===== src/rtl/core/prg_pkg.sv =====
// prg_pkg: shared types, widths and register codes of the pinhole ray generator
// used by prg_csr, prg_cam, prg_rot and pinhole_ray_generator
`timescale 1ns / 1ps
`default_nettype none

package prg_pkg;

   // pixel index width
   localparam int COORD_BITS = 12;

   // pixel index in q.4
   localparam int PIX_Q_BITS = COORD_BITS + 4;
   // signed offset from the principal point
   localparam int OFS_BITS   = ((PIX_Q_BITS > 16) ? PIX_Q_BITS : 16) + 2;
   localparam int RCP_BITS   = 24;
   // camera direction in q.28, signed
   localparam int CAM_BITS   = OFS_BITS + RCP_BITS + 1;
   localparam int ROT_BITS   = 16;
   localparam int PROD_BITS  = CAM_BITS + ROT_BITS;
   localparam int ACC_BITS   = PROD_BITS + 2;
   localparam int DIR_BITS   = 16;
   // z of the camera direction is -(1 << Z_SHIFT)
   localparam int Z_SHIFT    = 28;
   // q.42 down to q4.12
   localparam int DIR_SHIFT  = 30;

   // configuration port
   localparam int CSR_DATA_BITS  = 64;
   localparam int REG_WORD_BITS  = 3;
   localparam int REG_INDEX_BITS = 3;
   localparam int CSR_ADDR_BITS  = REG_INDEX_BITS + REG_WORD_BITS;

   localparam logic [REG_INDEX_BITS-1:0] REG_ROT_ROW0    = 3'd0;
   localparam logic [REG_INDEX_BITS-1:0] REG_ROT_ROW1    = 3'd1;
   localparam logic [REG_INDEX_BITS-1:0] REG_ROT_ROW2    = 3'd2;
   localparam logic [REG_INDEX_BITS-1:0] REG_TRANSLATION = 3'd3;
   localparam logic [REG_INDEX_BITS-1:0] REG_CENTER_X    = 3'd4;
   localparam logic [REG_INDEX_BITS-1:0] REG_CENTER_Y    = 3'd5;
   localparam logic [REG_INDEX_BITS-1:0] REG_INV_FOCAL_X = 3'd6;
   localparam logic [REG_INDEX_BITS-1:0] REG_INV_FOCAL_Y = 3'd7;

   // reset values: identity rotation, origin at zero
   localparam logic [47:0] ROT_ROW0_RESET    = 48'd16384;
   localparam logic [47:0] ROT_ROW1_RESET    = 48'd1073741824;
   localparam logic [47:0] ROT_ROW2_RESET    = 48'd70368744177664;
   localparam logic [47:0] TRANSLATION_RESET = 48'd0;
   localparam logic [15:0] CENTER_RESET      = 16'd3200;
   localparam logic [23:0] INV_FOCAL_RESET   = 24'd44779;

   typedef struct packed {
      logic [47:0]         rot_row0;
      logic [47:0]         rot_row1;
      logic [47:0]         rot_row2;
      logic [47:0]         translation;
      logic [15:0]         center_x;
      logic [15:0]         center_y;
      logic [RCP_BITS-1:0] inv_focal_x;
      logic [RCP_BITS-1:0] inv_focal_y;
   } prg_cfg_type;

endpackage

`default_nettype wire


===== src/rtl/core/prg_cam.sv =====
// prg_cam: camera-space direction, two stages (principal point offset, reciprocal scale)
// depends on prg_pkg
`timescale 1ns / 1ps
`default_nettype none

module prg_cam (
   input  wire logic                                 clock,
   input  wire logic                                 reset,
   input  wire prg_pkg::prg_cfg_type                 cfg,
   input  wire logic                                 in_valid,
   output logic                                      in_ready,
   input  wire logic [prg_pkg::COORD_BITS-1:0]       pixel_row,
   input  wire logic [prg_pkg::COORD_BITS-1:0]       pixel_col,
   output logic                                      out_valid,
   input  wire logic                                 out_ready,
   output logic signed [prg_pkg::CAM_BITS-1:0]       cam_x,
   output logic signed [prg_pkg::CAM_BITS-1:0]       cam_y
);
   import prg_pkg::*;

   logic                       ofs_v_ff;
   logic                       ofs_rdy;
   logic signed [OFS_BITS-1:0] ux_ff, ux_in;
   logic signed [OFS_BITS-1:0] uy_ff, uy_in;

   logic                       cam_v_ff;
   logic                       cam_rdy;
   logic signed [CAM_BITS-1:0] dx_ff, dx_in;
   logic signed [CAM_BITS-1:0] dy_ff, dy_in;

   assign cam_rdy  = !cam_v_ff || out_ready;
   assign ofs_rdy  = !ofs_v_ff || cam_rdy;
   assign in_ready = ofs_rdy;

   // pixel index to q.4, then offset from the principal point
   assign ux_in = $signed(OFS_BITS'({pixel_col, 4'b0000})) - $signed(OFS_BITS'(cfg.center_x));
   assign uy_in = $signed(OFS_BITS'(cfg.center_y)) - $signed(OFS_BITS'({pixel_row, 4'b0000}));

   // scale by the reciprocal focal lengths, q.4 * q0.24 = q.28
   assign dx_in = CAM_BITS'(ux_ff) * CAM_BITS'($signed({1'b0, cfg.inv_focal_x}));
   assign dy_in = CAM_BITS'(uy_ff) * CAM_BITS'($signed({1'b0, cfg.inv_focal_y}));

   always_ff @(posedge clock) begin
      if (reset) begin
         ofs_v_ff <= 1'b0;
         cam_v_ff <= 1'b0;
      end else begin
         if (ofs_rdy) begin
            ofs_v_ff <= in_valid;
         end
         if (cam_rdy) begin
            cam_v_ff <= ofs_v_ff;
         end
      end
   end

   always_ff @(posedge clock) begin
      if (ofs_rdy && in_valid) begin
         ux_ff <= ux_in;
         uy_ff <= uy_in;
      end
      if (cam_rdy && ofs_v_ff) begin
         dx_ff <= dx_in;
         dy_ff <= dy_in;
      end
   end

   assign out_valid = cam_v_ff;
   assign cam_x     = dx_ff;
   assign cam_y     = dy_ff;

endmodule

`default_nettype wire


===== config.mk =====
export PLATFORM = sky130hd
export DESIGN_NAME = prg_cam
export DESIGN_NICKNAME = d
export VERILOG_FILES = /design/src/rtl/core/prg_pkg.sv /design/src/rtl/core/prg_cam.sv
export SDC_FILE = /design/constraint.sdc
export NUM_CORES = 2
export LEC_CHECK = 0
export BUFFER_PORTS_ARGS = -buffer_cell sky130_fd_sc_hd__buf_2
export CAP_MARGIN = 20
export CORE_MARGIN = 3
export CORE_UTILIZATION = 30
export DETAILED_ROUTE_END_ITERATION = 12
export PLACE_DENSITY_LB_ADDON = 0.1
export SLEW_MARGIN = 20
export SYNTH_ARGS = -nofsm -noshare
export SYNTH_HDL_FRONTEND = slang
export SYNTH_SLANG_ARGS = --single-unit

===== constraint.sdc =====
create_clock -name clock -period 6.52 [get_ports clock]
set_input_delay 1.304 -clock clock [delete_from_list [all_inputs] [get_ports clock]]
set_output_delay 1.304 -clock clock [all_outputs]
set_load 0.005 [all_outputs]

Yosys cells after proc, flatten, opt, wreduce, memory -nomap -nowiden
Index checks and enable logic that the tools add are counted.

Word-level logic and storage cells: 16. Bits in registers: 122. Output and inout port bits: 88.

Multiply operators: 2. $add $sub $neg: 2. Reductions and logical operators: 6.

Operators with widths (number): multiplier 17 x 25 -> 42 bit (2); subtractor 16 x 16 -> 17 bit (2); logical AND 1 bit (2); logical NOT 1 bit (2); logical OR 1 bit (2).

Logic depth before layout (Yosys ltp)
Depth in word-level cells: 4. Depth in mapped cells: 24.

Least setup slack after synthesis
Ideal clock, no wire load.

Path kind: in2reg. Start: input port cfg[22] (netlist bit). End: register dy_ff[41], in the netlist cam_y[41] (data pin). Stages: 23. Arrival time: 6.834 ns. Path slack: -0.578 ns. Path through: clkbuf_1 nand2_1 fa_1 inv_1 fa_1 inv_1 fa_1 inv_1 fa_1 fa_1 inv_1 fa_1 inv_1 ha_1 a21o_1 a21oi_1 nor2b_1 a311o_1 a311o_1 a21o_1 a21oi_4 o31ai_1 xnor2_1.

Word-level cells in the longest chain between the ends: 1.

RTL lines: start, declared (RTL line prg_cam.sv:9) `input wire prg_pkg::prg_cfg_type cfg,`; multiplier 17 x 25 -> 42 bit (RTL line prg_cam.sv:41) `assign dy_in = CAM_BITS'(uy_ff) * CAM_BITS'($signed({1'b0, cfg.inv_focal_y}));`; net dy_in[41] (RTL line prg_cam.sv:29) `logic signed [CAM_BITS-1:0] dy_ff, dy_in;`; end signal, assigned (RTL line prg_cam.sv:64) `dy_ff <= dy_in;`; end, declared (RTL line prg_cam.sv:29).

The timed path passes the listed nets, and every way through them passes these cells. A chain may end at the register's enable or synchronous reset.

Final worst setup path
Start: input port cfg[26] (netlist bit). End: register dx_ff[38], in the netlist cam_x[38] (data pin).

Word-level cells in the longest chain between the ends: 1.

RTL lines: multiplier 17 x 25 -> 42 bit (RTL line prg_cam.sv:40) `assign dx_in = CAM_BITS'(ux_ff) * CAM_BITS'($signed({1'b0, cfg.inv_focal_x}));`; net dx_in[38] (RTL line prg_cam.sv:28) `logic signed [CAM_BITS-1:0] dx_ff, dx_in;`; end signal, assigned (RTL line prg_cam.sv:63) `dx_ff <= dx_in;`; end, declared (RTL line prg_cam.sv:28).

The timed path passes the listed nets, and every way through them passes these cells.

==> out/summary.txt <==
Status: finished with violations
Violated checks: setup timing
Most frequent cell on the critical path: fa_1
Final min period: 6760 ps
Gr ovfl total: 0
Worst Clk Skew: 20.91 ps
Seq/Total Area, Yosys: 0.1123
P&R area growth vs syn: 25.52%
Worst-skew pair later-pin latency: 500 ps
Post-Syn Nets: 4698
WP data arrival: 7000 ps
First DRT Iteration DRCs: 942
Clk sinks: 120
Layout Nets: 5210
Max FO, Critical Path: 6
CP Class: input port to flip-flop
Count of pins over their slew limit: 0
Reg2Reg Setup Slack: 70 ps
Num rows: 118
Final setup violation count: 16
Syn Inst Count: 3430
Fin crit share: 1.037
Dominant synthesized flop cell: edfxtp_1
Layout cell share with drive strength beyond 1: 0.2195
Vias in the first global route: 26160
Synth async-reset ratio: 0
EDFF count, synth: 118
Initial Utilization: 0.3051
Hpwl dp: 79440 um
Routability cong.: 0.7986
Achievable frequency: 147.9 MHz
Synth top area share: 0.4136
Largest net degree at the start of global routing: 36
Yosys reg bits: 120
Clk slew on worst S/H paths: 60 ps
Die Y-Extent: 332.1 um
Placed instance count: 5260
Hold Violations, Final: 0
Post-Syn Area: 31900 um^2
PortBufs: 195
Core Box Area: 104500 um^2
Largest cells by area after synthesis: fa_1 41%, ha_1 12%, edfxtp_1 11%
Final hold slack: 531.0 ps
DR vias: 23720
Final std cells w/o fill: 5336
Yosys warns: 0
Drt total wl: 94160 um
Syn_area_per_cell: 9.299 um^2
Initial antenna violation count: 5
Wirelength per Cell: 17.65 um
Placed Area: 37660 um^2
Yosys top cell by area: fa_1
Max incr delay on CP: 590 ps
CTS tree: built
First-pass GRT wire length: 151900 um
Worst path cell trace: buf_12 > buf_6 > and2_4 > fa_1 > fa_1 > fa_1 > fa_1 > fa_1 > inv_2 > fa_2 > inv_2 > ha_4 > o21a_1 > nor2_2 > and4b_1 > a211oi_4 > o311ai_4 > buf_6 > a41oi_4 > nor4b_4 > o221ai_2 > xnor2_1
Ports: 388
Measured slew at the worst slew-check pin: 1086 ps
Clock root buffer: clkbuf_16
GRT Util Overall: 0.1781
Filler cells: 10830
Clk buf depth: 2
Slew headroom: 0.2687
Storage element area: 3583 um^2
DR DRC count: 0
WP data required: 6760 ps
Critical Path Start Type: input port
Pre-Repair DR Iteration Count: 5
Final instance area: 40040 um^2
Final WS setup: -239.6 ps
HP Class: flip-flop to flip-flop
Total CTS buffers: 17
Worst Setup End Kind: flip-flop
Slowest-stage cell, CP: fa_1
RSZ-0062 raised after global routing: true
Routed Antenna Nets: 0
Die area: 110300 um^2
Htree depth: 4
Via density: 4.445
Netlist cell types: 66
Max-cap violations: 0
Chip width: 332.1 um
Area of the multi-input gates: 25820 um^2
cell families after synthesis:
| kind of cell | count (synthesis) | share of synthesized area |
|---|---|---|
| fa+ha+maj | 968 | 0.5348 |
| buf+inv | 974 | 0.1150 |
| compound gates | 257 | 0.05437 |
| flops | 120 | 0.1123 |
| simple gates | 1019 | 0.1582 |
| xor+xnor | 92 | 0.02526 |
layout by cell type, fill, tap and decap left out, types with 6 or more instances in the layout:
master / instances
nand3_1: 8
ha_1: 280
a21oi_4: 7
fa_1: 638
fa_2: 21
nor3_1: 7
buf_6: 54
o21ai_2: 9
clkbuf_16: 17
nor2_2: 6
o21ai_0: 29
ha_4: 28
buf_8: 10
a21oi_1: 56
o21a_1: 9
nor2b_1: 13
buf_4: 365
nand2_1: 439
xor2_1: 24
and2_1: 353
o21ai_4: 6
nand2b_1: 25
edfxtp_1: 118
xnor2_1: 61
a21oi_2: 16
o21bai_1: 13
a211oi_1: 7
nand4_1: 17
and2_4: 21
xnor2_2: 6
nor2_1: 85
inv_2: 21
a21o_1: 40
buf_12: 44
buf_2: 159
inv_1: 812
metrics by stage:
stage	TNS [ps]	setup WS [ps]	utilization
floorplan	-2580	-289.4	-
global placement	-33120	-948.6	0.3603
detailed placement	-31720	-936.8	0.3603
CTS	-1386	-299.7	0.3740
global route	-4989	-352.0	0.3830
finish	-1699	-239.6	0.3830
worst max-delay path, delay by kind of cell:
kind,cells,cell delay [ps]
buffers and inverters,5,490
xor gates and xnor gates,1,140
AOI/OAI and AO/OA,5,770
adders and majority gates,7,3460
and+or+nand+nor,4,810
sequential cells by signal (all words and copies together) (netlist names):
signal and cells:
out_valid 1, cam_x 42, cam_y 42, uy_ff 17, ux_ff 17, ofs_v_ff 1
worst paths after layout:
check | startpoint | endpoint | depth (start not counted)
hold reg to reg | ofs_v_ff | out_valid | 2
setup reg to reg | ux_ff[5] | cam_x[38] | 23
hold / removal | ofs_v_ff | out_valid | 2
setup / recovery | cfg[26] | cam_x[38] | 22
layer usage:
metal / global-route usage / vias to the layer above / wire length (um)
met5: 0 / - / 17
met2: 0.2791 / 336 / 42570
met1: 0.2585 / 12070 / 46290
li1: - / 11260 / -
met3: 0.03297 / 50 / 4040
met4: 0.03148 / 2 / 1245
synth_stat cells (15+ instances only):
cell,count
nand2b_1,27
edfxtp_1,118
nor2_1,93
xnor2_1,67
o21ai_0,39
a21o_1,41
ha_1,309
inv_1,833
clkbuf_1,135
nand4_1,17
nand2_1,448
xor2_1,25
and2_1,374
o21bai_1,15
a21oi_1,78
fa_1,659
timing repair:
action / in CTS / in global routing
resized for setup: 165 / 174
hold endpoints to repair: 0 / 0
hold buffers: 0 / 0
setup buffers: 22 / 25
pin swaps: 55 / 82
setup endpoints to repair: 36 / 35
layout make-up:
type / instances / share of cell area
Multi-Input combinational cell: 2336 / 0.6449
Timing Repair Buffer: 634 / 0.1296
Tap cell: 1380 / 0.04313
Sequential cell: 120 / 0.08951
Antenna cell: 1 / 0.00006250
Clock inverter: 14 / 0.003938
Clock buffer: 18 / 0.01072
Inverter: 833 / 0.07810
Power is not shown: default switching activity piles up to over one toggle a cycle in this logic, so the estimate is an artifact.
