**src/rtl/core/prg_pkg.sv**
```systemverilog
// prg_pkg: shared types, widths and register codes of the pinhole ray generator
// used by prg_csr, prg_cam, prg_rot and pinhole_ray_generator
`timescale 1ns / 1ps
`default_nettype none

package prg_pkg;

   // pixel index width
   localparam int COORD_BITS = 12;

   // pixel index in q.4
   localparam int PIX_Q_BITS = COORD_BITS + 4;
   // signed offset from the principal point
   localparam int OFS_BITS   = ((PIX_Q_BITS > 16) ? PIX_Q_BITS : 16) + 2;
   localparam int RCP_BITS   = 24;
   // camera direction in q.28, signed
   localparam int CAM_BITS   = OFS_BITS + RCP_BITS + 1;
   localparam int ROT_BITS   = 16;
   localparam int PROD_BITS  = CAM_BITS + ROT_BITS;
   localparam int ACC_BITS   = PROD_BITS + 2;
   localparam int DIR_BITS   = 16;
   // z of the camera direction is -(1 << Z_SHIFT)
   localparam int Z_SHIFT    = 28;
   // q.42 down to q4.12
   localparam int DIR_SHIFT  = 30;

   // configuration port
   localparam int CSR_DATA_BITS  = 64;
   localparam int REG_WORD_BITS  = 3;
   localparam int REG_INDEX_BITS = 3;
   localparam int CSR_ADDR_BITS  = REG_INDEX_BITS + REG_WORD_BITS;

   localparam logic [REG_INDEX_BITS-1:0] REG_ROT_ROW0    = 3'd0;
   localparam logic [REG_INDEX_BITS-1:0] REG_ROT_ROW1    = 3'd1;
   localparam logic [REG_INDEX_BITS-1:0] REG_ROT_ROW2    = 3'd2;
   localparam logic [REG_INDEX_BITS-1:0] REG_TRANSLATION = 3'd3;
   localparam logic [REG_INDEX_BITS-1:0] REG_CENTER_X    = 3'd4;
   localparam logic [REG_INDEX_BITS-1:0] REG_CENTER_Y    = 3'd5;
   localparam logic [REG_INDEX_BITS-1:0] REG_INV_FOCAL_X = 3'd6;
   localparam logic [REG_INDEX_BITS-1:0] REG_INV_FOCAL_Y = 3'd7;

   // reset values: identity rotation, origin at zero
   localparam logic [47:0] ROT_ROW0_RESET    = 48'd16384;
   localparam logic [47:0] ROT_ROW1_RESET    = 48'd1073741824;
   localparam logic [47:0] ROT_ROW2_RESET    = 48'd70368744177664;
   localparam logic [47:0] TRANSLATION_RESET = 48'd0;
   localparam logic [15:0] CENTER_RESET      = 16'd3200;
   localparam logic [23:0] INV_FOCAL_RESET   = 24'd44779;

   typedef struct packed {
      logic [47:0]         rot_row0;
      logic [47:0]         rot_row1;
      logic [47:0]         rot_row2;
      logic [47:0]         translation;
      logic [15:0]         center_x;
      logic [15:0]         center_y;
      logic [RCP_BITS-1:0] inv_focal_x;
      logic [RCP_BITS-1:0] inv_focal_y;
   } prg_cfg_type;

endpackage

`default_nettype wire

```
**src/rtl/core/prg_csr.sv**
```systemverilog
// prg_csr: configuration registers with an apb-style slave port
// depends on prg_pkg
`timescale 1ns / 1ps
`default_nettype none

module prg_csr (
   input  wire logic                               clock,
   input  wire logic                               reset,
   input  wire logic                               csr_psel,
   input  wire logic                               csr_penable,
   input  wire logic                               csr_pwrite,
   input  wire logic [prg_pkg::CSR_ADDR_BITS-1:0]  csr_paddr,
   input  wire logic [prg_pkg::CSR_DATA_BITS-1:0]  csr_pwdata,
   output logic      [prg_pkg::CSR_DATA_BITS-1:0]  csr_prdata,
   output logic                                    csr_pready,
   output prg_pkg::prg_cfg_type                    cfg
);
   import prg_pkg::*;

   prg_cfg_type                cfg_ff;
   logic                       wr_en;
   logic [REG_INDEX_BITS-1:0]  reg_index;

   assign csr_pready = 1'b1;
   assign wr_en      = csr_psel && csr_penable && csr_pwrite;
   assign reg_index  = csr_paddr[CSR_ADDR_BITS-1:REG_WORD_BITS];
   assign cfg        = cfg_ff;

   always_ff @(posedge clock) begin
      if (reset) begin
         cfg_ff.rot_row0    <= ROT_ROW0_RESET;
         cfg_ff.rot_row1    <= ROT_ROW1_RESET;
         cfg_ff.rot_row2    <= ROT_ROW2_RESET;
         cfg_ff.translation <= TRANSLATION_RESET;
         cfg_ff.center_x    <= CENTER_RESET;
         cfg_ff.center_y    <= CENTER_RESET;
         cfg_ff.inv_focal_x <= INV_FOCAL_RESET;
         cfg_ff.inv_focal_y <= INV_FOCAL_RESET;
      end else if (wr_en) begin
         unique case (reg_index)
            REG_ROT_ROW0:    cfg_ff.rot_row0    <= csr_pwdata[47:0];
            REG_ROT_ROW1:    cfg_ff.rot_row1    <= csr_pwdata[47:0];
            REG_ROT_ROW2:    cfg_ff.rot_row2    <= csr_pwdata[47:0];
            REG_TRANSLATION: cfg_ff.translation <= csr_pwdata[47:0];
            REG_CENTER_X:    cfg_ff.center_x    <= csr_pwdata[15:0];
            REG_CENTER_Y:    cfg_ff.center_y    <= csr_pwdata[15:0];
            REG_INV_FOCAL_X: cfg_ff.inv_focal_x <= csr_pwdata[RCP_BITS-1:0];
            REG_INV_FOCAL_Y: cfg_ff.inv_focal_y <= csr_pwdata[RCP_BITS-1:0];
            default: ;
         endcase
      end
   end

   always_comb begin
      unique case (reg_index)
         REG_ROT_ROW0:    csr_prdata = CSR_DATA_BITS'(cfg_ff.rot_row0);
         REG_ROT_ROW1:    csr_prdata = CSR_DATA_BITS'(cfg_ff.rot_row1);
         REG_ROT_ROW2:    csr_prdata = CSR_DATA_BITS'(cfg_ff.rot_row2);
         REG_TRANSLATION: csr_prdata = CSR_DATA_BITS'(cfg_ff.translation);
         REG_CENTER_X:    csr_prdata = CSR_DATA_BITS'(cfg_ff.center_x);
         REG_CENTER_Y:    csr_prdata = CSR_DATA_BITS'(cfg_ff.center_y);
         REG_INV_FOCAL_X: csr_prdata = CSR_DATA_BITS'(cfg_ff.inv_focal_x);
         REG_INV_FOCAL_Y: csr_prdata = CSR_DATA_BITS'(cfg_ff.inv_focal_y);
         default:         csr_prdata = '0;
      endcase
   end

endmodule

`default_nettype wire

```
**config.mk**
```make
export PLATFORM = sky130hd
export DESIGN_NAME = prg_csr
export DESIGN_NICKNAME = d
export VERILOG_FILES = /design/src/rtl/core/prg_pkg.sv /design/src/rtl/core/prg_csr.sv
export SDC_FILE = /design/constraint.sdc
export NUM_CORES = 1
export LEC_CHECK = 0
export BUFFER_PORTS_ARGS = -buffer_cell sky130_fd_sc_hd__buf_2
export CAP_MARGIN = 10
export CORE_UTILIZATION = 40
export CTS_CLUSTER_DIAMETER = 120
export DETAILED_ROUTE_END_ITERATION = 8
export PLACE_DENSITY = 0.66
export SLEW_MARGIN = 20
export SYNTH_ARGS = -nofsm -noshare
export SYNTH_HDL_FRONTEND = slang
export SYNTH_SLANG_ARGS = --single-unit
```
**constraint.sdc**
```tcl
create_clock -name clock -period 6.1 [get_ports clock]
set_clock_uncertainty 0.2 [all_clocks]
set_input_delay 1.22 -clock clock [delete_from_list [all_inputs] [get_ports clock]]
set_output_delay 1.22 -clock clock [all_outputs]
set_load 0.02 [all_outputs]
```
==> Word level (Yosys, flattened, before mapping) <==
Index checks and enable logic that the tools add are counted.
Widths: inputs -> output; s select.
{ "totals": {"mem_bits_rw": 0, "regBits": 272, "elab_cells": 27, "n_memories": 0, "rom_bits": 0, "latchBits": 0} }
{ "op_classes": {"magnitude_cmp": 0, "n_div": 0, "add_sub_neg": 0, "shift": 0, "n_reduce_logical": 11, "n_eq_ne": 7, "muxes": 1, "bitwise_logic": 0, "mul": 0} }
{ "op_table": {"columns": ["operator", "n"], "rows": [
  ["$pmux 64 s8", 1],
  ["$reduce_and 2->1", 8],
  ["$eq 3x3->1 const B", 4],
  ["$eq 3x2->1 const B", 2],
  ["$eq 3x1->1 const B", 1],
  ["$logic_not 3->1", 1],
  ["$logic_and 1x1->1", 2]
]} }

==> Depth between registers and ports, before layout <==
{ "logic_depth": {"word_depth": 3, "mapped_depth": 7} }

==> Least setup slack after synthesis <==
No wires, ideal clock.
{ "synth_path": {"path_kind": "input port to output port", "startpoint": "input port csr_paddr[4] (netlist name)", "endpoint": "output port csr_prdata[18] (netlist name)", "t_arrival_ps": 2533, "setup_slack_ps": 2147, "n_path_buf": 4, "stages": 7, "required_time_ps": 4680, "cell_sequence": "buf_4 > buf_4 > buf_4 > buf_1 > nor2_1 > a21oi_1 > o21ai_0"} }
{ "synth_via": {"elab_chain_len": 2, "elab_cells_between_ends": 9, "cone_classes": "7 x eq/ne; 1 x mux; 1 x reduce/logical"} }
{ "synth_rtl": {"columns": ["element", "line_no", "text"], "rows": [
  ["start, declared", "prg_csr.sv:12", "input wire logic [prg_pkg::CSR_ADDR_BITS-1:0] csr_paddr,"],
  ["$eq 3x3->1, or another cell as far along", "prg_csr.sv:55", "unique case (reg_index)"],
  ["$pmux 64 s8 (*)", "prg_csr.sv:55", null],
  ["end, declared", "prg_csr.sv:14", "output logic [prg_pkg::CSR_DATA_BITS-1:0] csr_prdata,"]
]} }
Mark *: on every way between the ends. The rest lies on a longest branch, timed or not. The select of a mux whose other input is x is not followed.

==> Worst setup path in the final report <==
{ "layout_path": {"startpoint": "input port csr_paddr[3] (netlist name)", "endpoint": "output port csr_prdata[11] (netlist name)"} }
The elaborated chain is that of the path after synthesis.

==> flow_summary.ini <==
[status]
status = finished, final reports clean

[critical_path]
end_kind = primary output
crit_chain = buf_4 > buf_4 > nand2b_4 > nor2_1 > buf_4 > a221oi_1 > nor2_1 > buf_2
r2r_cells = 2
worstSetupPathDepth = 8
critPathBufInv = 4
worst_setup_path_start_kind = input pin
crit_family = buffers and inverters
critPathKind = input pin to primary output
cpMostUsedCell = buf_4
crit_slowest_cell = buf_4
required_ps = 4680
critPathMaxFanout = 36
max_stage_delay_ps = 540
arrival_ps = 3240

[pwr]
leakage_nw = 6.28
peakVddDrop_mv = 0.199
power_density_nw_per_um2 = 258

[route]
finalWirelength_um = 42700
dr.pass1.iters = 6
via_per_inst = 5.37
drtIter0Drc = 1090
drc = 0
ant_nets = 0
num_vias = 11800
wire_per_inst_um = 19.4

[die]
initial_utilization = 0.406
die_h_um = 175
placementRows = 63
fp.dieW_um = 175
core_area_um2 = 29600
io_pins = 412
fp.dieArea_um2 = 30700

[logic_synthesis]
ys_seq_elements = 272
ys_warn_count = 0
ys_seq_area_frac = 0.454
synthArstFlopShare = 0
synth_edf_count = 0
synthCells = 1503
ys.flop_type = dfxtp_1
avgSynthCellArea_um2 = 7.98
synth_area_um2 = 12000
synth_cell_types = 39

[timing]
worstMarginPinSlew_ps = 1070
rsz0062_at_grt = no
setup_viol = 0
setup_tns_ps = 0
fmax_ghz = 0.214
hold_violations = 0
period_share = 0.765
drv_slew = 0
fin_crit_ps = 4660
slew-limit-headroom = 0.289

[place]
dp_hpwl_um = 27400
dp_cells = 2154
portBuffers = 375
place_congestion = 0.821

[grt]
grt_pass1_vias = 10900
grt_first_pass_wirelength_um = 64200
grt_max_degree = 146
overflow = 0
track_usage = 0.267
antenna_found_initial = 0

[clock_network]
clock_latency_ps = 530
postCtsHoldBufs = 0
clock_sinks = 272
clockBufferDepth = 3
cts.clk_slew.worst_paths_ps = 60
post_cts.repair.setup_buffers = 0
cts_resized = 0
root_buffer = clkbuf_16
cts_tree = done
cts_buffers = 29
cts-htree-levels = 1

[cells_and_area]
antennaDiodeCount = 0
layout_common_cells = nand2_1, buf_2, dfxtp_1
multi_input_area_um2 = 5730
seq_area_um2 = 5450
num-fill-cells = 2923
final_cells = 2203
largest_reg_flops = 272
final_net_count = 1870
drive_above_1_share = 0.277
area_growth_pct = 22.7
mostFrequentLayoutCell = nand2_1

[min_path]
holdPathStages = 2
min_path_type = flop to flop

[run]
drv_cap = 0
where the power goes:
| part | switching (mW) | internal (mW) | total (mW) |
|---|---|---|---|
| logic | 0.205 | 0.0874 | 0.292 |
| registers | 0.0111 | 1.79 | 1.80 |
| clock network | 0.709 | 0.991 | 1.70 |
worst register-to-register path, delay by kind of cell, from the launching register on:
family | cells | cell delay, ps
and+or+nand+nor | 1 | 80
AOI/OAI and AO/OA | 1 | 170
DFF | 1 | 400
per-stage QoR:
stage	area (um2)	utilization	setup WS [ps]	total power [mW]	hold slack, ps
4_1_cts	14700	0.498	1460	3.82	266
5_1_grt	14700	0.498	1360	3.92	284
3_3_place_gp	13800	0.467	1400	2.13	251
3_5_place_dp	13800	0.467	1460	2.13	258
2_1_floorplan	12000	-	2150	2.04	341
6_report	14700	0.498	1440	3.79	266
layer usage:
| layer | global-route usage | part of all wire |
|---|---|---|
| met1 | 0.353 | 0.41 |
| met2 | 0.440 | 0.48 |
| met3 | 0.0463 | 0.083 |
| met4 | 0.0866 | 0.027 |
| met5 | 0 | 0 |
cells in the mapped netlist (2+ instances only):
| cell type | n | area [um2] |
|---|---|---|
| or2_2 | 5 | 31.3 |
| nor2b_1 | 28 | 175 |
| o21ai_0 | 7 | 35.0 |
| conb_1 | 2 | 7.51 |
| mux4_2 | 26 | 586 |
| or3_1 | 2 | 12.5 |
| a21oi_1 | 249 | 1250 |
| buf_6 | 7 | 78.8 |
| a22o_1 | 18 | 158 |
| nand3_1 | 3 | 15.0 |
| nor2_1 | 49 | 184 |
| nand2b_1 | 4 | 25.0 |
| buf_2 | 49 | 245 |
| buf_4 | 37 | 278 |
| nand3b_1 | 31 | 233 |
| nor3_2 | 2 | 20.0 |
| nand2_1 | 553 | 2080 |
| mux2_2 | 18 | 203 |
| a221oi_1 | 29 | 254 |
| mux2i_1 | 23 | 230 |
| inv_1 | 16 | 60.1 |
| a222oi_1 | 3 | 30.0 |
| dfxtp_1 | 272 | 5450 |
| clkbuf_1 | 55 | 206 |
layout make-up:
type                    count  area share
clock buffers              43      0.0577
clock inverters             6     0.00374
inverters                  16     0.00408
multi-input cells        1078       0.389
flip-flops and latches    272       0.370
well taps                 390      0.0332
repair buffers            398       0.142
final timing paths:
path         slack, ps                   from                     to
max               1440           csr_paddr[3]         csr_prdata[11]
min                270  cfg[209]$_SDFFE_PP0P_  cfg[209]$_SDFFE_PP0P_
min reg2reg        270  cfg[209]$_SDFFE_PP0P_  cfg[209]$_SDFFE_PP0P_
max reg2reg       5180  cfg[191]$_SDFFE_PP0P_  cfg[191]$_SDFFE_PP0P_
cell families after synthesis:
| group | synth area share |
|---|---|
| buf+inv | 0.0761 |
| flops | 0.454 |
| compound gates | 0.146 |
| simple gates | 0.238 |
| other cells | 0.000626 |
| mux | 0.0849 |
No activity file was read; power rests on OpenSTA's default activity.
